==> src/sv/chts_pkg.sv <==
// shared types, constants and arithmetic helpers for the charge-time touch sensor
// no dependencies; imported by charge_time_touch_sensor
package chts_pkg;

	localparam int ELECTRODES = 4;
	localparam int BASE_SCALE = 16;
	localparam int BASE_SHIFT = $clog2(BASE_SCALE);

	localparam int SPP_W   = 10;
	localparam int PAIRS_W = 4;
	localparam int PHASE_W = PAIRS_W + 1;
	localparam int TIME_W  = 16;
	localparam int BASE_W  = TIME_W + BASE_SHIFT + 1;
	localparam int CFG_W   = SPP_W;
	localparam int IDX_W   = 1;

	localparam logic [TIME_W-1:0] NO_CROSS = '1;

	localparam logic [SPP_W-1:0]   SPP_RESET   = SPP_W'(100);
	localparam logic [PAIRS_W-1:0] PAIRS_RESET = PAIRS_W'(5);

	typedef enum logic [IDX_W-1:0] {
		REG_SAMPLES_PER_PHASE = 1'b0,
		REG_PHASE_PAIRS       = 1'b1
	} reg_index_t;

	typedef logic [TIME_W-1:0] time_t;
	typedef logic [BASE_W-1:0] base_t;

	typedef struct packed {
		time_t delta;
		base_t baseline;
	} track_t;

	// sticky, saturating add of one phase time into a sum
	function automatic time_t add_time(input time_t sum, input time_t t);
		logic [TIME_W:0] s;
		begin
			s = {1'b0, sum} + {1'b0, t};
			if (sum == NO_CROSS || t == NO_CROSS || s >= {1'b0, NO_CROSS}) begin
				add_time = NO_CROSS;
			end else begin
				add_time = s[TIME_W-1:0];
			end
		end
	endfunction

	// baseline update and delta for one electrode at end of measurement
	function automatic track_t track(input time_t sum, input base_t base, input logic loaded);
		base_t           lower;
		logic [BASE_W:0] b;
		logic [BASE_W:0] diff;
		logic [BASE_W+2:0] diff3;
		logic [BASE_W:0] dec;
		base_t           nb;
		logic [TIME_W:0] scaled;
		track_t          r;
		begin
			lower = {{(BASE_W-TIME_W-BASE_SHIFT){1'b0}}, sum, {BASE_SHIFT{1'b0}}};
			b     = {1'b0, base} + {{BASE_W{1'b0}}, 1'b1};
			diff  = b - {1'b0, lower};
			diff3 = {2'b00, diff} + {1'b0, diff, 1'b0};
			dec   = {1'b0, lower} + diff3[BASE_W+2:2];
			if (!loaded) begin
				nb = lower;
			end else if (b > {1'b0, lower}) begin
				nb = dec[BASE_W-1:0];
			end else begin
				nb = b[BASE_W-1:0];
			end
			scaled = nb[BASE_W-1:BASE_SHIFT];
			r.baseline = nb;
			if ({1'b0, sum} > scaled) begin
				r.delta = TIME_W'({1'b0, sum} - scaled);
			end else begin
				r.delta = '0;
			end
			track = r;
		end
	endfunction

endpackage

==> src/sv/charge_time_touch_sensor.sv <==
// charge-time touch sensor: phase sequencing, crossing capture, baseline tracking
// depends on chts_pkg
//
// usage
//  - input channel lines/lines_valid/lines_stall: one sample of the four electrode
//    lines per transfer; bit j is electrode j
//  - output channel delta_0..delta_3/delta_valid/delta_stall: one transfer at the end
//    of each measurement (2*phase_pairs phases of samples_per_phase samples)
//  - config port wr_en/wr_index/wr_data: index 0 samples_per_phase, 1 phase_pairs;
//    write only while idle
//  - throughput: one sample per clock while lines_stall is low; the sample counter,
//    crossing capture and sum add complete in the accept cycle
//  - the transfer of a measurement's last sample loads the final sums; they then pass
//    through the baseline update into the output register, which raises delta_valid
//  - a stalled result holds; the final-sum register still takes the next measurement
//    end, and lines_stall rises while that register is full and cannot move on
//  - reset clears counters, crossing times (to not crossed), sums, baselines and
//    the baseline-loaded flag, and restores register defaults 100 and 5
module charge_time_touch_sensor (
	input  logic                      clk,
	input  logic                      arst_n,
	input  logic                      wr_en,
	input  logic [chts_pkg::IDX_W-1:0] wr_index,
	input  logic [chts_pkg::CFG_W-1:0] wr_data,
	input  logic [3:0]                lines,
	input  logic                      lines_valid,
	output logic                      lines_stall,
	output logic [15:0]               delta_0,
	output logic [15:0]               delta_1,
	output logic [15:0]               delta_2,
	output logic [15:0]               delta_3,
	output logic                      delta_valid,
	input  logic                      delta_stall
);
	import chts_pkg::*;

	// configuration
	logic [SPP_W-1:0]   spp_q;
	logic [PAIRS_W-1:0] pairs_q;

	// sequencing and per-phase state
	logic [SPP_W-1:0]   sample_q;
	logic [PHASE_W-1:0] phase_q;
	time_t              cross_q [ELECTRODES];
	time_t              sum_q   [ELECTRODES];

	// final sums waiting for baseline update
	time_t              sum_s1  [ELECTRODES];
	logic               valid_s1;

	// baselines and output
	base_t              base_q  [ELECTRODES];
	logic               loaded_q;
	time_t              delta_q [ELECTRODES];
	logic               valid_q;

	logic               accept;
	logic               adv_s1;
	logic [SPP_W-1:0]   spp_eff;
	logic [PHASE_W-1:0] phases;
	logic               phase_end;
	logic               meas_end;
	logic               level;
	time_t              cross_new [ELECTRODES];
	time_t              sum_new   [ELECTRODES];
	track_t             trk       [ELECTRODES];

	// register at zero acts as one
	assign spp_eff = (spp_q == '0) ? SPP_W'(1) : spp_q;
	assign phases  = {((pairs_q == '0) ? PAIRS_W'(1) : pairs_q), 1'b0};

	assign phase_end = ({1'b0, sample_q} + {{SPP_W{1'b0}}, 1'b1}) >= {1'b0, spp_eff};
	assign meas_end  = phase_end
		&& (({1'b0, phase_q} + {{PHASE_W{1'b0}}, 1'b1}) >= {1'b0, phases});

	// even phases drive high, odd phases low
	assign level = ~phase_q[0];

	// final-sum stage moves on whenever the output register is free or draining
	assign adv_s1      = valid_s1 && (!valid_q || !delta_stall);
	assign lines_stall = valid_s1 && !adv_s1;
	assign accept      = lines_valid && !lines_stall;

	always_comb begin
		for (int j = 0; j < ELECTRODES; j++) begin
			if (cross_q[j] == NO_CROSS && lines[j] == level) begin
				cross_new[j] = {{(TIME_W-SPP_W){1'b0}}, sample_q};
			end else begin
				cross_new[j] = cross_q[j];
			end
			sum_new[j] = add_time(sum_q[j], cross_new[j]);
			trk[j]     = track(sum_s1[j], base_q[j], loaded_q);
		end
	end

	// configuration writes
	always_ff @(posedge clk or negedge arst_n) begin
		if (!arst_n) begin
			spp_q   <= SPP_RESET;
			pairs_q <= PAIRS_RESET;
		end else if (wr_en) begin
			unique case (reg_index_t'(wr_index))
				REG_SAMPLES_PER_PHASE: spp_q   <= wr_data;
				REG_PHASE_PAIRS:       pairs_q <= wr_data[PAIRS_W-1:0];
				default:               ;
			endcase
		end
	end

	// sample capture, phase and measurement sequencing
	always_ff @(posedge clk or negedge arst_n) begin
		if (!arst_n) begin
			sample_q <= '0;
			phase_q  <= '0;
			valid_s1 <= 1'b0;
			for (int j = 0; j < ELECTRODES; j++) begin
				cross_q[j] <= NO_CROSS;
				sum_q[j]   <= '0;
			end
		end else begin
			if (adv_s1) begin
				valid_s1 <= 1'b0;
			end
			if (accept) begin
				if (!phase_end) begin
					sample_q <= sample_q + SPP_W'(1);
					for (int j = 0; j < ELECTRODES; j++) begin
						cross_q[j] <= cross_new[j];
					end
				end else begin
					sample_q <= '0;
					for (int j = 0; j < ELECTRODES; j++) begin
						cross_q[j] <= NO_CROSS;
						sum_q[j]   <= meas_end ? '0 : sum_new[j];
					end
					if (meas_end) begin
						phase_q  <= '0;
						valid_s1 <= 1'b1;
					end else begin
						phase_q <= phase_q + PHASE_W'(1);
					end
				end
			end
		end
	end

	// final sums, no reset needed
	always_ff @(posedge clk) begin
		if (accept && meas_end) begin
			for (int j = 0; j < ELECTRODES; j++) begin
				sum_s1[j] <= sum_new[j];
			end
		end
	end

	// baseline update on the way into the output register
	always_ff @(posedge clk or negedge arst_n) begin
		if (!arst_n) begin
			loaded_q <= 1'b0;
			valid_q  <= 1'b0;
			for (int j = 0; j < ELECTRODES; j++) begin
				base_q[j] <= '0;
			end
		end else begin
			if (adv_s1) begin
				loaded_q <= 1'b1;
				valid_q  <= 1'b1;
				for (int j = 0; j < ELECTRODES; j++) begin
					base_q[j] <= trk[j].baseline;
				end
			end else if (!delta_stall) begin
				valid_q <= 1'b0;
			end
		end
	end

	always_ff @(posedge clk) begin
		if (adv_s1) begin
			for (int j = 0; j < ELECTRODES; j++) begin
				delta_q[j] <= trk[j].delta;
			end
		end
	end

	assign delta_valid = valid_q;
	assign delta_0     = delta_q[0];
	assign delta_1     = delta_q[1];
	assign delta_2     = delta_q[2];
	assign delta_3     = delta_q[3];

endmodule

==> config.mk <==
export PLATFORM = sky130hd
export DESIGN_NAME = charge_time_touch_sensor
export DESIGN_NICKNAME = d
export VERILOG_FILES = /design/src/sv/chts_pkg.sv /design/src/sv/charge_time_touch_sensor.sv
export SDC_FILE = /design/constraint.sdc
export NUM_CORES = 2
export LEC_CHECK = 0
export BUFFER_PORTS_ARGS = -buffer_cell sky130_fd_sc_hd__buf_2
export CAP_MARGIN = 0
export CORE_UTILIZATION = 56
export DETAILED_ROUTE_END_ITERATION = 16
export PLACE_DENSITY = 0.81
export SLEW_MARGIN = 30
export SYNTH_ARGS = -nofsm -noshare
export SYNTH_HDL_FRONTEND = slang
export SYNTH_SLANG_ARGS = --single-unit
export TNS_END_PERCENT = 1
==> constraint.sdc <==
create_clock -name clk -period 20 [get_ports clk]
set_clock_uncertainty 0.2 [all_clocks]
set_input_delay 1 -clock clk [delete_from_list [all_inputs] [get_ports clk]]
set_output_delay 1 -clock clk [all_outputs]
set_load 0.01 [all_outputs]
* Word-level counts from Yosys, hierarchy flattened
Memory sizes are Yosys's and may differ from the RTL's.
Index checks and enable logic that the tools add are counted.
** Word-level totals
- Logic and storage cells :: 148
- Bits in writable memories :: 128
- Memories :: 2
- Bits in latches :: 0
- Input port bits :: 20
- ROM bits :: 0
- Output and inout bits :: 66
- Bits in registers :: 244
** Cells by class
- Bitwise operators :: 2
- Add/subtract/negate cells :: 28
- Reductions and logical operators :: 27
- Shifts and indexed selects :: 0
- Eq/ne operators :: 17
- $lt $le $gt $ge :: 14
- Mux-type cells :: 39
- Multipliers :: 0
- Div/mod/pow operators :: 0
** Memories
- delta_q :: depth 4, width 16, read ports 4, clocked after Yosys merged registers in 0, write ports 4, RTL line charge_time_touch_sensor.sv:54 : time_t delta_q [ELECTRODES];
- sum_s1 :: depth 4, width 16, read ports 4, clocked after Yosys merged registers in 0, write ports 4, RTL line charge_time_touch_sensor.sv:48 : time_t sum_s1 [ELECTRODES];
** Operator list (number)
- two-way mux 16 bit :: 16
- equality test 16 bit (second input constant) :: 12
- two-way mux 21 bit :: 8
- adder 22 x 23 -> 23 bit :: 4
- adder 21 x 1 -> 22 bit (second input constant) :: 4
- > comparator 22 x 20 -> 1 bit :: 4
- subtractor 22 x 20 -> 22 bit :: 4
- adder 20 x 21 -> 21 bit :: 4
- adder 16 x 16 -> 17 bit :: 4
- >= comparator 17 x 16 -> 1 bit (second input constant) :: 4
- > comparator 16 x 17 -> 1 bit :: 4
- two-way mux 64 bit :: 1
- subtractor 16 bit :: 4
- two-way mux 10 bit :: 2
- adder 10 x 1 -> 11 bit (second input constant) :: 1
- >= comparator 11 x 10 -> 1 bit :: 1
- adder 10 x 1 -> 10 bit (second input constant) :: 1
- logical NOT 10 bit :: 1
- two-way mux 1 bit :: 10
- logical AND 1 bit :: 9
- logical OR 1 bit :: 9
- adder 5 x 1 -> 6 bit (second input constant) :: 1
- >= comparator 6 x 5 -> 1 bit :: 1
- AND reduction 2 bit :: 3
- other kinds (8) :: 15

* Depth between registers and ports, before layout
- Word-level depth :: 10
- Mapped depth :: 39
- Mapped depth without buffers :: 37

* Worst setup path after synthesis
OpenSTA, ideal clock, no wires.
- Kind :: register to register
- From :: reg base_q[65] (netlist bit)
- To :: mem delta_q[0][12] (netlist bit), data pin
- Buffers on the path :: 3
- Setup time :: 266 ps
- Arrival time :: 6869 ps
- Setup slack :: 12665 ps
- Stages on the path, launching flop included :: 38
- Data required time :: 19534 ps
- Period minus slack after synthesis :: 7335 ps
- Path through :: dfrtp_1 buf_2 and4_4 nor2b_1 clkbuf_1 nand2_1 xnor2_1 ha_1 o21a_1 o31a_1 o21a_1 nor2_1 xnor2_1 ha_1 o2111a_1 a211oi_1 o21ai_0 nor2_1 [... 2 more ...] xor2_1 ha_1 or3_1 nor3_1 a21oi_1 xor2_1 mux2_2 mux2i_1 ha_1 and3_1 a221oi_1 nand2_1 o31ai_1 o22ai_1 nor2_1 a311o_2 buf_8 nor3_2
** RTL lines
- start: declaration :: RTL line charge_time_touch_sensor.sv:52 : base_t base_q [ELECTRODES];
- start signal: indexed assignment :: RTL line charge_time_touch_sensor.sv:169 : base_q[j] <= trk[j].baseline;
- end: declaration :: RTL line charge_time_touch_sensor.sv:54

==> flow_metrics.tcl <==
set metrics [dict create \
    status "finished clean" \
    rsz0062_at_grt "no" \
    place_ws_ns 11.53 \
    vias_per_cell 6.06 \
    io_buffers 85 \
    p_clk_share_pct 11.6 \
    whs_ns 0.231 \
    worst_slack_ns 11.38 \
    yosysSeqAreaShare_pct 30.2 \
    cts_tree "yes" \
    dr.pass1.iters 6 \
    htree_levels 2 \
    crit_top_cell "ha_1" \
    worst-path-max-fanout 14 \
    antenna_found_initial 1 \
    synth-edff-count 128 \
    antennaDiodeCount 0 \
    grt_pass1_vias 26205 \
    grt-ovfl-total 0 \
    cts_resized 0 \
    startpoint_type "flop" \
    p_per_area_nw_per_um2 195 \
    ys_top_cells_by_count "nand2_1 (432), ha_1 (368), o21ai_0 (274)" \
    period_share_pct 43.1 \
    synth_area_sq_um 33200 \
    postSynthCellCount 3848 \
    clockRootBuffer "clkbuf_16" \
    dr_total_vias 28266 \
    critPathSlowestCell "nor2b_1" \
    synth_largest_area_cell "ha_1" \
    avgSynthCellArea_sq_um 8.63 \
    cts.reportedPaths.clkPinSlew_ns 0.06 \
    ys_warn_count 0 \
    worstSetupPathType "reg -> reg" \
    coreArea_sq_um 58100 \
    rows 88 \
    p_leak_nw 15.8 \
    syn-num-nets 4252 \
    timing.final.crit_period_ns 8.62 \
    first_iter_violations 2180 \
    synth_top_area_share_pct 13.9 \
    intPower_mw 3.68 \
    dpl.hpwl_um 62400 \
    ir_worst_vdd_mv 0.262 \
    drc_errors 0 \
    cp.required_ns 20.12 \
    clk_latency_ns 0.57 \
    switchingPower_mw 3.30 \
    io_pins 86 \
    final_layout_size_suffix_gt1_share_pct 8.69 \
    cts_sinks 372 \
    maxCapViolCount 0 \
    synthTopCellsByArea "ha_1 (14%), dfrtp_1 (13%), edfxtp_1 (12%)" \
    gp_congestion 0.953 \
    initial_utilization_pct 57.1 \
    tns_ns 0 \
    hold_class "in -> async" \
    switching_share_pct 47.3 \
    cpPeakStageDelay_ns 0.52 \
    synth-async-reset-ratio_pct 65.6 \
    post_cts_buffers 0 \
    dpl_cell_area_sq_um 34300 \
    grt_usage_pct 26.8 \
    die-area_sq_um 60300 \
    ant_nets 0 \
    maxSlewHeadroom_pct 37.0 \
    wire_per_inst_um 17.6 \
    stdcell_area_sq_um 35700 \
    p_total_mw 6.97 \
    yosysUniqueCellTypes 97 \
    finalSetupViolations 0 \
    p_comb_share_pct 69.4 \
    die_x_um 246 \
    finalHoldViolations 0 \
    critPathArrivalTime_ns 8.74 \
    grt_pass1_wl_um 133000 \
    clock.fmax_mhz 116 \
    tightest_slew_ns 0.936 \
    fin_cells 4666 \
    clockBufferDepth 3 \
    grt_max_degree 107 \
    synth_flop_cell "dfrtp_1" \
    fp.dieH_um 246 \
    ys_ff_latch 372 \
    wl_um 82200 \
    syn_to_final_growth_pct 7.62 \
    numCtsBuffers 41 \
    crit_path_end_kind "flop" \
    seqPwrFrac_pct 19.0 \
    ctsHoldBuffers 0 \
    placed_cells 4591 \
    layout.nets 4273 \
    final_util_pct 61.5 \
    report.final.slew_viol_count 0 \
    synth_most_common_cell "nand2_1" \
]
==> worst paths after layout <==
kind                                        to  slack (ns)   startpoint  cells past startpoint
worst max-delay path            delta_q[0][14]       11.38   base_q[65]                     34
worst min-delay path                 sum_q[28]        0.23       arst_n                      1
worst max register to register  delta_q[0][14]       11.38   base_q[65]                     34
worst min register to register     cross_q[58]        0.26  cross_q[58]                      2
max in group asynchronous             loaded_q       18.06       arst_n                      2
min in group clk                   cross_q[58]        0.26  cross_q[58]                      2
==> power groups by stage <==
stage / logic, mW / registers [mW] / clock network, mW
2_1_floorplan: 3.90 / 1.25 / 0
3_3_place_gp: 4.63 / 1.32 / 0
3_5_place_dp: 4.74 / 1.33 / 0
4_1_cts: 4.78 / 1.32 / 0.817
5_1_grt: 5.38 / 1.35 / 0.847
6_report: 4.84 / 1.33 / 0.807
==> logic make-up after synthesis <==
| kind of cell | share of synthesized area, % |
|---|---|
| AO/OA/AOI/OAI | 21.2 |
| XOR/XNOR | 9.15 |
| adder cells (fa/ha/maj) | 14.8 |
| buffers and inverters | 3.75 |
| flip-flops | 30.2 |
| multiplexers | 2.02 |
| AND/OR/NAND/NOR | 18.8 |
==> flip-flops by register name (all words and copies together), names as in the netlist, 5 cells and up <==
| name | count |
|---|---|
| sum_q | 64 |
| base_q | 84 |
| cross_q | 64 |
| delta_q | 64 |
| sum_s1 | 64 |
| spp_q | 10 |
| phase_q | 5 |
| sample_q | 10 |
==> layer usage <==
| metal | wire length, um | vias up | share of wire, % | global-route usage [%] |
|---|---|---|---|---|
| met5 | 9 | - | 0.011 | 0 |
| met4 | 2110 | 2 | 2.6 | 7.89 |
| met3 | 5400 | 130 | 6.6 | 3.43 |
| met2 | 36300 | 898 | 44 | 42.0 |
| met1 | 38300 | 13259 | 47 | 38.4 |
| li1 | - | 13977 | - | - |
==> layout make-up <==
| cell class | count | area, sq um |
|---|---|---|
| fillers | 4827 | 22400 |
| clock buffers | 58 | 1230 |
| multi-input cells | 3155 | 22000 |
| well taps | 765 | 957 |
| clock inverters | 17 | 200 |
| repair buffers | 103 | 613 |
| flip-flops and latches | 372 | 10000 |
| inverters | 196 | 737 |
==> critical path, delay by kind of cell, from the launching register on <==
kind            cells  cell delay (ns)
compound gates     11             2.47
simple gates       13             2.82
fa+ha+maj           4             1.19
xor+xnor            4             0.78
mux                 2             0.45
flops               1             0.47
==> layout by cell type, fill, tap and decap left out, types with 35 or more instances in the layout <==
cell type    n
nand3_1    137
clkbuf_16   43
inv_1      193
xnor2_1    226
ha_1       368
o21a_1      97
nand2b_1    63
dfstp_2     69
a22o_1      53
o21bai_1    35
nand4_1     73
a21o_1     106
nand2_1    430
nor3_1      58
xor2_1     116
and3_1      43
nor2b_1     51
nor2_1     250
mux2i_1     41
edfxtp_1   128
and2_1      42
o21ai_0    274
a21oi_1    255
buf_2       84
dfrtp_1    174
No activity file was read; power rests on OpenSTA's default activity.
